$ cat config.mk
export PLATFORM = sky130hd
export DESIGN_NAME = utf8_to_codepoint_decoder
export DESIGN_NICKNAME = d
export VERILOG_FILES = /design/src/rtl/core/utf8d_pkg.sv /design/src/rtl/core/utf8_to_codepoint_decoder.sv /design/src/rtl/core/utf8d_step.sv /design/src/rtl/core/utf8d_out_buf.sv
export VERILOG_INCLUDE_DIRS = /design/src /design/src/rtl/core
export SDC_FILE = /design/constraint.sdc
export NUM_CORES = 1
export LEC_CHECK = 0
export ABC_AREA = 1
export ABC_CLOCK_PERIOD_IN_PS = 6600
export BUFFER_PORTS_ARGS = -buffer_cell sky130_fd_sc_hd__buf_2
export CAP_MARGIN = 10
export CORE_MARGIN = 2
export CORE_UTILIZATION = 25
export CTS_CLUSTER_SIZE = 28
export DETAILED_ROUTE_END_ITERATION = 16
export SYNTH_ARGS = -nofsm -noshare
export SYNTH_HDL_FRONTEND = slang
export SYNTH_HIERARCHICAL = 1
export SYNTH_SLANG_ARGS = --single-unit
$ cat constraint.sdc
create_clock -name clk -period 6.6 [get_ports clk]
set_input_delay 0.99 -clock clk [delete_from_list [all_inputs] [get_ports clk]]
set_output_delay 0.99 -clock clk [all_outputs]
set_load 0.01 [all_outputs]
$ cat src/rtl/core/utf8_to_codepoint_decoder_assert.svh
// ----------------------------------------------------------------------------
// utf8 decoder assertion macros
// shared property forms for the decoder checks
// ----------------------------------------------------------------------------
`ifndef UTF8_TO_CODEPOINT_DECODER_ASSERT_SVH
`define UTF8_TO_CODEPOINT_DECODER_ASSERT_SVH

// same-cycle implication, off during reset
`define UCD_ASSERT_IMPLY(label, clk, rst_n, ante, cons) \
	label: assert property (@(posedge clk) disable iff (!rst_n) (ante) |-> (cons)) \
		else $error("utf8 decoder check failed");

// next-cycle implication, off during reset
`define UCD_ASSERT_NEXT(label, clk, rst_n, ante, cons) \
	label: assert property (@(posedge clk) disable iff (!rst_n) (ante) |=> (cons)) \
		else $error("utf8 decoder check failed");

`endif

$ cat src/rtl/core/utf8d_pkg.sv
// ----------------------------------------------------------------------------
// utf8d_pkg
// types and constants shared by the utf8 decoder modules
// ----------------------------------------------------------------------------
`timescale 1ns / 1ps

package utf8d_pkg;

	localparam int CP_W    = 31;
	localparam int CNT_W   = 3;

	localparam logic [7:0] LEAD2_MASK = 8'h1f;
	localparam logic [7:0] LEAD3_MASK = 8'h0f;
	localparam logic [7:0] LEAD4_MASK = 8'h07;
	localparam logic [7:0] LEAD5_MASK = 8'h03;
	localparam logic [7:0] LEAD6_MASK = 8'h01;
	localparam logic [7:0] FOLLOW_MASK = 8'h3f;

	typedef struct packed {
		logic [CP_W-1:0]  acc;
		logic [CNT_W-1:0] left;
		logic [CNT_W-1:0] taken;
	} dec_state_t;

	typedef struct packed {
		logic [CP_W-1:0]  code_point;
		logic [CNT_W-1:0] byte_count;
		logic             truncated;
	} result_t;

endpackage

$ cat src/rtl/core/utf8_to_codepoint_decoder.sv
// ----------------------------------------------------------------------------
// utf8_to_codepoint_decoder
// Byte stream in, code points out, original six-byte UTF-8 scheme. One byte
// (or an end-of-text transfer, tlast set) is taken every clock cycle while
// tready is high; a finished sequence goes through the single combinational
// decode step between the sequence state registers and the result register,
// and is registered there, or in the skid entry if the master side stalls.
// A skid entry behind the result register keeps the slave side open for one
// more result while the master side stalls; tready drops only while both
// entries hold results. Malformed followers shift in zero bits, stray
// continuation bytes and 0xfe/0xff open five follower slots, and tlast
// flushes a partial value with tuser set.
// ----------------------------------------------------------------------------
`timescale 1ns / 1ps

`include "utf8_to_codepoint_decoder_assert.svh"

module utf8_to_codepoint_decoder (
	input  logic        clk,
	input  logic        arst_n,
	input  logic        s_axis_tvalid,
	output logic        s_axis_tready,
	input  logic [7:0]  s_axis_tdata,  // [7:0] data_byte
	input  logic        s_axis_tlast,  // text_end
	output logic        m_axis_tvalid,
	input  logic        m_axis_tready,
	output logic [39:0] m_axis_tdata,  // [30:0] code_point, [33:31] byte_count, zero pad
	output logic        m_axis_tuser   // truncated
);

	utf8d_pkg::dec_state_t st_q;
	utf8d_pkg::dec_state_t st_nxt;
	utf8d_pkg::result_t    step_res;
	utf8d_pkg::result_t    out_res;
	logic                  step_vld;
	logic                  in_xfer;
	logic                  room;
	logic                  skid_full;

	assign in_xfer = s_axis_tvalid && s_axis_tready;
	assign s_axis_tready = room;

	utf8d_step u_step (
		.cur       (st_q),
		.data_byte (s_axis_tdata),
		.text_end  (s_axis_tlast),
		.nxt       (st_nxt),
		.res_vld   (step_vld),
		.res       (step_res)
	);

	always_ff @(posedge clk or negedge arst_n) begin
		if (!arst_n) begin
			st_q <= '0;
		end else if (in_xfer) begin
			st_q <= st_nxt;
		end
	end

	utf8d_out_buf u_out (
		.clk       (clk),
		.arst_n    (arst_n),
		.push      (in_xfer && step_vld),
		.push_res  (step_res),
		.room      (room),
		.out_vld   (m_axis_tvalid),
		.out_rdy   (m_axis_tready),
		.out_res   (out_res),
		.skid_full (skid_full)
	);

	assign m_axis_tdata = {6'd0, out_res.byte_count, out_res.code_point};
	assign m_axis_tuser = out_res.truncated;

	// skid entry only fills behind a waiting result
	`UCD_ASSERT_IMPLY(a_skid_behind_out, clk, arst_n, skid_full, m_axis_tvalid)
	// idle state holds no leftover value
	`UCD_ASSERT_IMPLY(a_idle_clean, clk, arst_n, st_q.left == 3'd0, (st_q.acc == '0) && (st_q.taken == 3'd0))
	// open sequence has consumed one to five bytes
	`UCD_ASSERT_IMPLY(a_open_taken, clk, arst_n, st_q.left != 3'd0, (st_q.taken != 3'd0) && (st_q.taken <= 3'd5))
	// end-of-text always leaves the decoder idle
	`UCD_ASSERT_NEXT(a_flush_idle, clk, arst_n, in_xfer && s_axis_tlast, st_q.left == 3'd0)

endmodule

$ cat src/rtl/core/utf8d_step.sv
// ----------------------------------------------------------------------------
// utf8d_step
// next-state and result logic for one byte or end-of-text transfer
// ----------------------------------------------------------------------------
`timescale 1ns / 1ps

module utf8d_step (
	input  utf8d_pkg::dec_state_t cur,
	input  logic [7:0]            data_byte,
	input  logic                  text_end,
	output utf8d_pkg::dec_state_t nxt,
	output logic                  res_vld,
	output utf8d_pkg::result_t    res
);

	localparam utf8d_pkg::dec_state_t IDLE_ST = '0;

	logic [5:0]                      follow_bits;
	logic [utf8d_pkg::CP_W-1:0]      acc_shift;
	logic [utf8d_pkg::CNT_W-1:0]     left_dec;
	logic [utf8d_pkg::CNT_W-1:0]     taken_inc;

	assign follow_bits = (data_byte[7:6] == 2'b10) ?
		data_byte[5:0] & utf8d_pkg::FOLLOW_MASK[5:0] : 6'd0;
	assign acc_shift = {cur.acc[utf8d_pkg::CP_W-7:0], follow_bits};
	assign left_dec  = cur.left - 3'd1;
	assign taken_inc = cur.taken + 3'd1;

	always_comb begin
		nxt     = cur;
		res_vld = 1'b0;
		res     = '0;
		if (text_end) begin
			// flush a partial sequence as it stands
			if (cur.left != 3'd0) begin
				res_vld        = 1'b1;
				res.code_point = cur.acc;
				res.byte_count = cur.taken;
				res.truncated  = 1'b1;
				nxt            = IDLE_ST;
			end
		end else if (cur.left == 3'd0) begin
			nxt.taken = 3'd1;
			case (data_byte) inside
				8'b0???????: begin
					res_vld        = 1'b1;
					res.code_point = {23'd0, data_byte};
					res.byte_count = 3'd1;
					nxt            = IDLE_ST;
				end
				8'b110?????: begin
					nxt.acc  = {23'd0, data_byte & utf8d_pkg::LEAD2_MASK};
					nxt.left = 3'd1;
				end
				8'b1110????: begin
					nxt.acc  = {23'd0, data_byte & utf8d_pkg::LEAD3_MASK};
					nxt.left = 3'd2;
				end
				8'b11110???: begin
					nxt.acc  = {23'd0, data_byte & utf8d_pkg::LEAD4_MASK};
					nxt.left = 3'd3;
				end
				8'b111110??: begin
					nxt.acc  = {23'd0, data_byte & utf8d_pkg::LEAD5_MASK};
					nxt.left = 3'd4;
				end
				// stray continuation (0x80..0xbf) or lead 0xfc..0xff
				default: begin
					nxt.acc  = {23'd0, data_byte & utf8d_pkg::LEAD6_MASK};
					nxt.left = 3'd5;
				end
			endcase
		end else begin
			nxt.acc   = acc_shift;
			nxt.left  = left_dec;
			nxt.taken = taken_inc;
			if (left_dec == 3'd0) begin
				res_vld        = 1'b1;
				res.code_point = acc_shift;
				res.byte_count = taken_inc;
				nxt            = IDLE_ST;
			end
		end
	end

endmodule

$ cat src/rtl/core/utf8d_out_buf.sv
// ----------------------------------------------------------------------------
// utf8d_out_buf
// result register with a skid entry so input stays open while output stalls
// ----------------------------------------------------------------------------
`timescale 1ns / 1ps

module utf8d_out_buf (
	input  logic               clk,
	input  logic               arst_n,
	input  logic               push,
	input  utf8d_pkg::result_t push_res,
	output logic               room,
	output logic               out_vld,
	input  logic               out_rdy,
	output utf8d_pkg::result_t out_res,
	output logic               skid_full
);

	logic               out_vld_q;
	logic               skid_vld_q;
	utf8d_pkg::result_t out_q;
	utf8d_pkg::result_t skid_q;
	logic               pop;

	assign pop       = out_vld_q && out_rdy;
	assign room      = !skid_vld_q;
	assign out_vld   = out_vld_q;
	assign out_res   = out_q;
	assign skid_full = skid_vld_q;

	always_ff @(posedge clk or negedge arst_n) begin
		if (!arst_n) begin
			out_vld_q  <= 1'b0;
			skid_vld_q <= 1'b0;
		end else if (pop) begin
			if (skid_vld_q) begin
				skid_vld_q <= 1'b0;
			end else begin
				out_vld_q <= push;
			end
		end else if (push) begin
			if (out_vld_q) begin
				skid_vld_q <= 1'b1;
			end else begin
				out_vld_q <= 1'b1;
			end
		end
	end

	always_ff @(posedge clk) begin
		if (pop) begin
			if (skid_vld_q) begin
				out_q <= skid_q;
			end else if (push) begin
				out_q <= push_res;
			end
		end else if (push) begin
			if (out_vld_q) begin
				skid_q <= push_res;
			end else begin
				out_q <= push_res;
			end
		end
	end

endmodule

# After elaboration in Yosys (flattened, before gate mapping)
# Index checks and enable logic that the tools add are counted.
dict set report word_totals {
  reg_bits 109
  in_bits 13
  word_cells 70
}
dict set report classes {
  add_sub_neg 2
  eq_ne 8
  mux 33
  bitwise 1
  reduce_logical 15
}
# cell n
set op_table {}
lappend op_table {{34-bit 2-to-1 mux} 7}
lappend op_table {{35-bit 2-to-1 mux} 6}
lappend op_table {{37-bit 2-to-1 mux} 4}
lappend op_table {{1-bit 2-to-1 mux} 13}
lappend op_table {{10-bit 2-to-1 mux} 1}
lappend op_table {{6-bit == test (second input constant)} 1}
lappend op_table {{3-bit zero test} 2}
lappend op_table {{6-bit 2-to-1 mux} 1}
lappend op_table {{2-bit AND reduction} 3}
lappend op_table {{3-bit AND reduction} 2}
lappend op_table {{2-bit nonzero test} 3}
lappend op_table {{5-bit == test (second input constant)} 1}
lappend op_table {{5-bit 2-to-1 mux} 1}
lappend op_table {{4-bit == test (second input constant)} 1}
lappend op_table {{2-bit inequality test (second input constant)} 2}
lappend op_table {{3-bit by 1-bit adder with 3-bit output (second input constant)} 1}
lappend op_table {{3-bit == test (second input constant)} 1}
lappend op_table {{1-bit logical AND} 3}
lappend op_table {{3-bit nonzero test} 1}
lappend op_table {{3-bit by 1-bit subtractor with 3-bit output (second input constant)} 1}
lappend op_table {{2-bit == test (second input constant)} 1}
lappend op_table {{2-bit by 1-bit inequality test with 1-bit output (second input constant)} 1}
lappend op_table {{1-bit zero test} 1}
lappend op_table {{1-bit NOT} 1}

# Depth between registers and ports, before layout
# Gate-level depths: netlist of run 1.
dict set report logic_depth {
  ltp_word 9
  mapped_depth 15
  ltp_nobuf 15
}

# Modules after synthesis
# The synthesis of run 1 kept the hierarchy.
# module n_inst cells_each area_per_inst_um2 seq_area_each_um2
set by_module_without_submodules {}
lappend by_module_without_submodules {utf8d_out_buf 1 208 2846.5 2152.1}
lappend by_module_without_submodules {utf8_to_codepoint_decoder 1 170 1555.2 925.9}
lappend by_module_without_submodules {utf8d_step 1 263 1387.6 0.0}

# Least setup slack after synthesis of run 1
# No wires, ideal clock.
dict set report synth_path {
  kind {input -> register}
  start {input s_axis_tlast}
  end {register u_out/skid_q[0] in the netlist's numbering, enable pin}
  setup_ps 427
  arrival_ps 3241
  required_time_ps 6173
  slack_ps 2932
  path_stages 10
  cell_sequence {buf_4 inv_2 nand2_2 inv_2 nand2_1 nand2_1 inv_1 nor2_1 inv_1 nor2_1}
}
dict set report synth_between {
  elab_chain_len 3
}
# item line_no
set synth_rtl {}
lappend synth_rtl {{start, declared} utf8_to_codepoint_decoder.sv:24} ;# input logic s_axis_tlast,
lappend synth_rtl {{1-bit 2-to-1 mux} utf8d_step.sv:33} ;# if (text_end) begin
lappend synth_rtl {{via step_vld} utf8_to_codepoint_decoder.sv:35} ;# logic step_vld;
lappend synth_rtl {{1-bit logical AND} utf8_to_codepoint_decoder.sv:63} ;# .push (in_xfer && step_vld),
lappend synth_rtl {{3-bit AND reduction (no source line)} n/a}
lappend synth_rtl {{end signal, assigned} utf8d_out_buf.sv:59} ;# skid_q <= push_res;
lappend synth_rtl {{end, declared} utf8d_out_buf.sv:22} ;# utf8d_pkg::result_t skid_q;
# The timed path passes the listed nets, and every way through them passes these cells.
# A chain may end at the register's enable or synchronous reset.

# Worst setup path after layout of run 1
dict set report layout_path {
  start {register st_q[3] in the netlist's numbering}
  end {register u_out.out_q, in the netlist u_out/out_res[4], enable pin}
}
dict set report layout_between {
  elab_chain_len 8
  word_cells_on_any_way 12
}
# item line_no
set layout_rtl {}
lappend layout_rtl {{start, declared} utf8_to_codepoint_decoder.sv:31} ;# utf8d_pkg::dec_state_t st_q;
lappend layout_rtl {{start signal, assigned} utf8_to_codepoint_decoder.sv:56} ;# st_q <= st_nxt;
lappend layout_rtl {{3-bit by 1-bit subtractor with 3-bit output} utf8d_step.sv:26} ;# assign left_dec = cur.left - 3'd1;
lappend layout_rtl {{3-bit zero test} utf8d_step.sv:77} ;# if (left_dec == 3'd0) begin
lappend layout_rtl {{1-bit 2-to-1 mux} utf8d_step.sv:77}
lappend layout_rtl {{1-bit 2-to-1 mux} utf8d_step.sv:42} ;# end else if (cur.left == 3'd0) begin
lappend layout_rtl {{1-bit 2-to-1 mux *} utf8d_step.sv:33}
lappend layout_rtl {{via step_vld} utf8_to_codepoint_decoder.sv:35}
lappend layout_rtl {{1-bit logical AND *} utf8_to_codepoint_decoder.sv:63}
lappend layout_rtl {{2-bit nonzero test (no source line)} n/a}
lappend layout_rtl {{3-bit AND reduction (no source line) *} n/a}
lappend layout_rtl {{end signal, assigned} utf8d_out_buf.sv:53} ;# out_q <= skid_q;
lappend layout_rtl {{end signal, assigned} utf8d_out_buf.sv:55} ;# out_q <= push_res;
lappend layout_rtl {{end signal, assigned} utf8d_out_buf.sv:61} ;# out_q <= push_res;
lappend layout_rtl {{end, declared} utf8d_out_buf.sv:21} ;# utf8d_pkg::result_t out_q;
# Mark *: on every way through the listed nets, which the timed path passes. The rest lies on a longest branch.

==> results.ini, run 1 <==
[worst_setup_path]
path_class = reg2reg
crit_fanout = 35
cp.required_ns = 6.63
arrival_ns = 3.14
crit_path_end_kind = flop
max_stage_delay_ns = 0.41
cp_top_family = simple AND/OR/NAND/NOR gates
start_kind = flop
startpoint = st_q[3]$_DFFE_PN0P_
worstPathCellList = inv_1 > ha_1 > inv_1 > nand2_1 > nand3_4 > nand2_1 > nand2_1 > nand2_1 > inv_1 > nor2_1 > inv_1 > nand2_1 > nand2_1 > inv_1 > buf_4
timing.critical_path.mode_cell = nand2_1
critPathBufInv = 6
cpMaxStageDelayCell = dfrtp_1
reg2reg_from = st_q[3]$_DFFE_PN0P_

[synth]
synth_top_area_frac = 0.363
yosys_most_used_dff = edfxtp_1
ys_seq_area_frac = 0.532
synth-seq-cells = 109
synth_area_sq_um = 5790
yosys.cell_count.top_type = nand2_1
synth.area.top_cells = edfxtp_1 (36%), dfrtp_1 (17%), nand2_1 (16%), nand3_1 (4.9%), o22ai_1 (4.8%)
ys.warnings.count = 6
synthCells = 641
synth_edf_count = 70
synth_commonest_cells = nand2_1 (245), edfxtp_1 (70), nand3_1 (57)
ys_types = 33
yosys.area.top_type = edfxtp_1
async_flop_share = 0.358
syn_area_per_cell_sq_um = 9.03

[cts]
cts_hold_buf = 0
clkTransAtPathRegs_ns = 0.07
cts_num_sinks = 109
tritoncts = built
cts_resized = 0
htreeDepth = 3
clkLatencyLatePin_ns = 0.37
cts_made_buffers = 9
clockBufferDepth = 2
postCtsSetupRepairBufs = 0
cts-root-buf = clkbuf_16

[routing]
routed_via_density = 4.69
drt_first_iter_violations = 402
antenna_left = 0
drt_first_pass_iters = 5
drc_errors = 0
wirelength_um = 13700
via_count = 4470
wl_per_cell_um = 14.4

[timing]
slew_headroom = 0.394
hold_viol_final = 0
worstMarginPinSlew_ns = 0.909
fmax_mhz = 321
skew_ns = 0.0111
setup-tns-final_ns = 0
fin_crit_sh = 0.472
min_period_ns = 3.12
setup_viol = 0
final_max_slew_viol_count = 0
grt_setup_unrepaired = false

[outcome]
status = finished, final reports clean

[power_and_ir_drop]
p_per_area_nw_per_um2 = 364
ir_worst_vdd_uv = 135
p_leak_nw = 2.76
p_total_mw = 2.30

[finish]
final_util = 0.278
n_antenna_cell = 0
nFillCells = 2419
drive_above_1_share = 0.135
syn2layout_area_growth_pct = 9.06
nets = 681
seqCellArea_sq_um = 3080
multiInputGateArea_sq_um = 2120
final_area_sq_um = 6310

[global_route]
grt_pass1_wl_um = 22000
grt_max_degree = 41
grt_remaining_overflow = 0
grt_pass1_vias = 4083
track_usage = 0.115
antenna_found_initial = 0

[place]
io_buffers = 49
dp_hpwl_um = 9170
place.gp.congestion = 0.854
dpl_cell_area_sq_um = 6040

[floorplanning]
core_area_sq_um = 22700
dieArea_sq_um = 24400
initial_core_util = 0.255
die_x_um = 156
rows = 55
ioPinCount = 56
die_h_um = 156

[job]
drv.max_cap_violation_count = 0

[hold_path]
hp-class = reg2reg
hp-start = st_q[36]$_DFFE_PN0P_

[stage by stage]
stage	hold slack, ns	cells	setup WS, ns
2_1_floorplan	0.442	646	2.93
3_3_place_gp	0.457	938	3.21
3_5_place_dp	0.462	938	3.18
4_1_cts	0.479	954	3.46
5_1_grt	0.505	954	3.15
6_report	0.473	954	3.48
[worst paths after layout]
path                                               to  slack (ns)  depth (start not counted)
max in group asynchronous         st_q[3]$_DFFE_PN0P_        5.27                          1
min                              st_q[36]$_DFFE_PN0P_        0.47                          2
min reg2reg                      st_q[36]$_DFFE_PN0P_        0.47                          2
max reg2reg                u_out/out_res[4]$_DFFE_PP_        3.48                         15
max                        u_out/out_res[4]$_DFFE_PP_        3.48                         15
min in group asynchronous         st_q[9]$_DFFE_PN0P_        0.74                          1
[layer usage]
layer	GRT usage	vias to the layer above	part of all wire
met1	0.167	2112	0.48
li1	-	2219	-
met2	0.170	126	0.45
met4	0.0345	0	0.013
met5	0	-	0
met3	0.0261	13	0.055
[layout by cell type, fill, tap and decap left out, types with 2 or more instances in the layout]
cell and instances:
nor2_2 2, o21ai_1 2, inv_1 44, inv_2 5, dfrtp_1 39, clkinv_2 2
conb_1 6, o22ai_2 2, nor2_8 2, nor2_1 14, nand3_4 2, nand4_1 38
ha_1 4, nand3_1 57, clkbuf_16 9, edfxtp_1 70, o22ai_1 44, buf_4 6
buf_2 49, a21oi_1 5, nand2_4 3, o21ai_0 5, nand2_1 245, clkinv_4 3
[power breakdown]
| part | switching, mW | internal (mW) | leakage, nW |
|---|---|---|---|
| clock | 0.253 | 0.260 | 0.139 |
| combinational | 0.621 | 0.214 | 1.44 |
| sequential | 0.0624 | 0.891 | 1.19 |
| total | 0.936 | 1.37 | 2.76 |
[worst reg2reg max path, cell delays in order, from the launching register on]
cell	delay (ns)
dfrtp_1	0.41
inv_1	0.11
ha_1	0.20
inv_1	0.06
nand2_1	0.10
nand3_4	0.37
nand2_1	0.26
nand2_1	0.08
nand2_1	0.10
inv_1	0.06
nor2_1	0.14
inv_1	0.10
nand2_1	0.07
nand2_1	0.05
inv_1	0.27
buf_4	0.41
[area by class of cell]
type,count,area share
inverter,50,0.0305
tap,285,0.0565
multi-input combinational,439,0.336
timing repair buffer,55,0.0460
clock buffer,10,0.0363
sequential,109,0.488
clock inverter,6,0.00753
[state kept, by name (all words and copies together), names as in the netlist]
name	flops
u_out/out_vld	1
u_out/skid_q	35
u_out/skid_full	1
u_out/out_res	35
st_q	37
[kinds of logic after synthesis]
group | synth area share
xor gates and xnor gates | 0.00151
buffers and inverters | 0.106
AOI/OAI and AO/OA | 0.0685
and+or+nand+nor | 0.283
adders and majority gates | 0.00865
other | 0.000648
DFF | 0.532
No activity file was read; power rests on OpenSTA's default activity.
==> run 2, diff against run 1 <==
ABC_CLOCK_PERIOD_IN_PS = 2800   (was 6600)
clock period = 2.8 ns   (was 6.6 ns; I/O delays follow)
==> run 2 against run 1 <==
  * Sequential cell count stayed put
  * Final area is 2.1% higher
  * Register-to-register slack worse by 3.0 ns
  * Count of clock-buffer cells in the layout is 1 lower
  * Core utilization is 0.57 points higher
  * Clock power grew to 2.9 times the previous value
  * Sequential share of layout area is 0.98 points lower
  * Critical path type unchanged
  * Critical endpoint is now u_out/out_res[23]$_DFFE_PP_
  * Largest cell class unchanged
  * Largest power group unchanged
==> results.ini, run 2 (synthesized netlist as in run 1, its figures left out) <==
[routing]
drc_errors = 0
routed_via_density = 4.70
wl_per_cell_um = 14.6
drt_first_iter_violations = 356
via_count = 4519
antenna_left = 0
wirelength_um = 14100
drt_first_pass_iters = 5

[cts]
cts_hold_buf = 0
clkLatencyLatePin_ns = 0.36
clkTransAtPathRegs_ns = 0.08
htreeDepth = 3
clockBufferDepth = 2
cts_num_sinks = 109
cts_made_buffers = 9
tritoncts = built
cts-root-buf = clkbuf_16
postCtsSetupRepairBufs = 0
cts_resized = 0

[finish]
final_common_cell = nand2_1
nets = 688
largest_reg_flops = 37
drive_above_1_share = 0.145
nFillCells = 2413
syn2layout_area_growth_pct = 11.3
layout_common_cells = nand2_1 (245), edfxtp_1 (70), nand3_1 (57)
multiInputGateArea_sq_um = 2120
n_antenna_cell = 0
seqCellArea_sq_um = 3080
final_util = 0.284
regMostFlops = st_q

[floorplanning]
initial_core_util = 0.255
core_area_sq_um = 22700
die_h_um = 156
rows = 55
ioPinCount = 56
die_x_um = 156
dieArea_sq_um = 24400

[worst_setup_path]
cp_top_family = buffers and inverters
crit_path_end_kind = flop
cp.required_ns = 2.84
max_stage_delay_ns = 0.40
critPathBufInv = 7
worstPathCellList = inv_1 > ha_1 > inv_1 > nor2_4 > nand2_4 > nand2_2 > inv_2 > nand2_1 > nand2_1 > inv_1 > nor2_1 > inv_1 > nand2_1 > nand2_1 > inv_1 > buf_4
cpMaxStageDelayCell = dfrtp_1
crit_fanout = 20
timing.critical_path.mode_cell = inv_1
path_class = reg2reg
arrival_ns = 2.37
start_kind = flop
reg2reg_slack_ns = 0.47

[outcome]
status = finished, final reports clean

[job]
drv.max_cap_violation_count = 0

[timing]
hold_viol_final = 0
setup-tns-final_ns = 0
min_period_ns = 2.33
slew_headroom = 0.369
skew_ns = 0.00924
fmax_mhz = 430
grt_setup_unrepaired = false
worstMarginPinSlew_ns = 0.946
setup_viol = 0
final_max_slew_viol_count = 0
fin_crit_sh = 0.831

[global_route]
use_met3 = 0.0178
track_usage = 0.119
antenna_found_initial = 0
grt_use_met1 = 0.171
grt_remaining_overflow = 0
grt_pass1_vias = 4209
grt_pass1_wl_um = 22800
grt-busiest-layer = met2
grt_use_met2 = 0.181
grt_max_degree = 40

[power_and_ir_drop]
p_leak_nw = 2.82
p_per_area_nw_per_um2 = 888
ir_worst_vdd_uv = 352

[hold_path]
hp-class = in2async

[place]
dp_hpwl_um = 9320
io_buffers = 49
place.gp.congestion = 0.833

-- run 2: per-stage QoR --
stage	hold slack (ns)	cell area, sq um	power [mW]	instances	setup WS, ns
after floorplan	0.124	5810	3.89	646	0.0478
after global placement	0.455	6100	4.29	945	0.497
final	0.190	6440	5.72	961	0.473
after detailed placement	0.459	6100	4.31	945	0.474
after CTS	0.240	6440	5.78	961	0.459
after global routing	0.288	6440	6.10	961	0.251
-- run 2: cell type report --
class,instances,area share
Tap cell,285,0.0553
Multi-Input combinational cell,439,0.329
Sequential cell,109,0.478
Inverter,50,0.0299
Timing Repair Buffer,62,0.0551
Clock buffer,9,0.0350
Clock inverter,7,0.0181
-- run 2: path summary, 6_finish.rpt --
path	endpoint	cells after the start	startpoint
worst max-delay path	u_out/out_res[23]$_DFFE_PP_	16	st_q[3]$_DFFE_PN0P_
worst min-delay path	st_q[8]$_DFFE_PN0P_	1	arst_n
worst max register to register	u_out/out_res[23]$_DFFE_PP_	16	st_q[3]$_DFFE_PN0P_
worst min register to register	st_q[33]$_DFFE_PN0P_	2	st_q[33]$_DFFE_PN0P_
max in group asynchronous	u_out/skid_full$_DFFE_PN0P_	1	arst_n
min in group clk	st_q[33]$_DFFE_PN0P_	2	st_q[33]$_DFFE_PN0P_
-- run 2: report_power, final --
part	leakage [nW]	internal, mW	switching [mW]
Combinational	1.47	0.547	1.43
Sequential	1.19	2.10	0.182
Clock	0.167	0.811	0.658
-- run 2: worst reg2reg max path, stage by stage (launching register included) --
cell	delay, ns
dfrtp_1	0.40
inv_1	0.09
ha_1	0.24
inv_1	0.10
nor2_4	0.08
nand2_4	0.08
nand2_2	0.06
inv_2	0.06
nand2_1	0.05
nand2_1	0.09
inv_1	0.06
nor2_1	0.13
inv_1	0.09
nand2_1	0.07
nand2_1	0.05
inv_1	0.09
buf_4	0.27
-- run 2: layer usage --
layer | part of all wire | vias to the layer above
met3 | 0.059 | 11
met1 | 0.46 | 2163
li1 | - | 2224
met4 | 0.015 | 0
met2 | 0.47 | 121
met5 | 0 | -
==> run 3, diff against run 2 <==
ABC_CLOCK_PERIOD_IN_PS = 2200   (was 2800)
clock period = 2.2 ns   (was 2.8 ns; I/O delays follow)
==> run 3 against run 2 <==
  * Count of clock-buffer cells in the layout rose by 1
  * Clock skew barely moved
  * Clock power rose by 7%
  * Highest routed layer unchanged
  * Critical endpoint is now u_out/out_res[1]$_DFFE_PP_
  * Wire length rose by 2.2%
  * Register-to-register slack got worse by 0.39 ns
  * Final area rose by 3.5%
  * Via count rose by 2.2%
==> results.ini, run 3 (synthesized netlist as in run 1, its figures left out) <==
[hold_path]
hp-class = in2reg
whs_endpoint = u_out/skid_full$_DFFE_PN0P_
hp-start = m_axis_tready
min_path_cells = 4

[floorplanning]
ioPinCount = 56
initial_core_util = 0.255
die_h_um = 156
die_x_um = 156
rows = 55
core_area_sq_um = 22700
dieArea_sq_um = 24400

[finish]
nFillCells = 2398
n_antenna_cell = 0
nets = 706
stdcell_count = 979
final_common_cell = nand2_1
final_util = 0.294
syn2layout_area_growth_pct = 15.2
largest_reg_flops = 37
drive_above_1_share = 0.186
layout_common_cells = nand2_1 (239), edfxtp_1 (70), nand3_1 (57)
regMostFlops = st_q
final_area_sq_um = 6670

[worst_setup_path]
start_kind = flop
path_class = reg2reg
r2r_end = u_out/out_res[1]$_DFFE_PP_
reg2reg_from = st_q[3]$_DFFE_PN0P_
crit_fanout = 7
reg2regPathDepth = 16
reg2reg_slack_ns = 0.09
arrival_ns = 2.23
cp.required_ns = 2.32
crit_path_end_kind = flop

[timing]
final_max_slew_viol_count = 0
fin_crit_sh = 0.961
slew_headroom = 0.583
setup_slack_ns = 0.0866
setup-tns-final_ns = 0
hold_ws_ns = 0.382
hold_viol_final = 0
worstMarginPinSlew_ns = 0.623
fmax_mhz = 473
skew_ns = 0.00892
min_period_ns = 2.11
setup_viol = 0

[power_and_ir_drop]
p_total_mw = 7.56
p_per_area_nw_per_um2 = 1130
p_leak_nw = 2.90
ir_worst_vdd_uv = 619

[place]
dpl_cell_area_sq_um = 6220
place.gp.congestion = 0.779
dp_hpwl_um = 9340
place_ws_ns = 0.0476
placed_cells = 952
io_buffers = 49

[global_route]
grt_remaining_overflow = 0
grt_pass1_vias = 4087
grt_max_degree = 40
grt_pass1_wl_um = 22100
track_usage = 0.115
antenna_found_initial = 1

[outcome]
status = finished, final reports clean

[routing]
antenna_left = 0
drt-met1-wl_um = 6830
wirelength_um = 14400
via_count = 4620
met2_wirelength_um = 6430
top_layer = met4
drt_first_iter_violations = 359
routed_via_density = 4.72
drc_errors = 0
dr_wl_met3_um = 783
wl_per_cell_um = 14.7
drt_first_pass_iters = 5

[cts]
clockBufferDepth = 2
clkLatencyLatePin_ns = 0.35
htreeDepth = 3
clkTransAtPathRegs_ns = 0.08
tritoncts = built
cts_num_sinks = 109
cts-root-buf = clkbuf_16
cts_made_buffers = 9

[job]
drv.max_cap_violation_count = 0

==> run 3: cell count changes in the layout (fill, tap and decap cells not counted), sizes merged <==
cell,change
clkinvlp,+2
clkbuf,+3
bufinv,-2
buf,+15
inv,-1
dlygate4sd3,+1
==> run 3: final cells by class <==
type	count	area, sq um	share of cell area
inverter	50	196	0.0294
sequential	109	3080	0.461
multi-input combinational	439	2180	0.327
clock inverter	6	56.3	0.00844
tap	285	357	0.0535
timing repair buffer	80	573	0.0859
clock buffer	10	229	0.0343
==> run 3: worst max-delay path by stage <==
stage                                   start  depth (start not counted)  slack, ns                          end
final                     st_q[3]$_DFFE_PN0P_                         16       0.09   u_out/out_res[1]$_DFFE_PP_
after global placement    st_q[3]$_DFFE_PN0P_                         15       0.08  u_out/out_res[30]$_DFFE_PP_
after floorplan           st_q[3]$_DFFE_PN0P_                         15      -0.20   u_out/out_res[0]$_DFFE_PP_
after global routing      st_q[3]$_DFFE_PN0P_                         16      -0.02  u_out/out_res[16]$_DFFE_PP_
after detailed placement  st_q[3]$_DFFE_PN0P_                         15       0.05  u_out/out_res[25]$_DFFE_PP_
after CTS                 st_q[3]$_DFFE_PN0P_                         15       0.03  u_out/out_res[13]$_DFFE_PP_
==> run 3: where the power goes <==
part | internal, mW | switching (mW)
clock | 0.794 | 0.790
combinational | 1.05 | 2.06
sequential | 2.67 | 0.198
==> run 3: per-layer routing <==
| metal | GRT usage | vias to the layer above |
|---|---|---|
| li1 | - | 2262 |
| met1 | 0.166 | 2189 |
| met2 | 0.169 | 150 |
| met3 | 0.0203 | 19 |
| met4 | 0.0507 | 0 |
| met5 | 0 | - |
==> run 3: worst max-delay path, cell delays in order, from the launching register on <==
cell and delay [ns]:
dfrtp_1 0.41, inv_2 0.12, ha_4 0.15, inv_2 0.04
nor2_4 0.10, nand2_4 0.07, nand2_4 0.07, inv_2 0.04
nand2_2 0.05, nand2_2 0.06, inv_2 0.06, nor2_4 0.04
inv_2 0.08, nand2_2 0.05, nand2_2 0.07, clkinvlp_4 0.22
clkbuf_16 0.24
==> run 3: repair_timing <==
action	CTS	global route
hold buffers	1	0
resized for setup	0	13
endpoints found under the setup margin	0	88
setup buffers	0	7
hold endpoints to repair	13	0
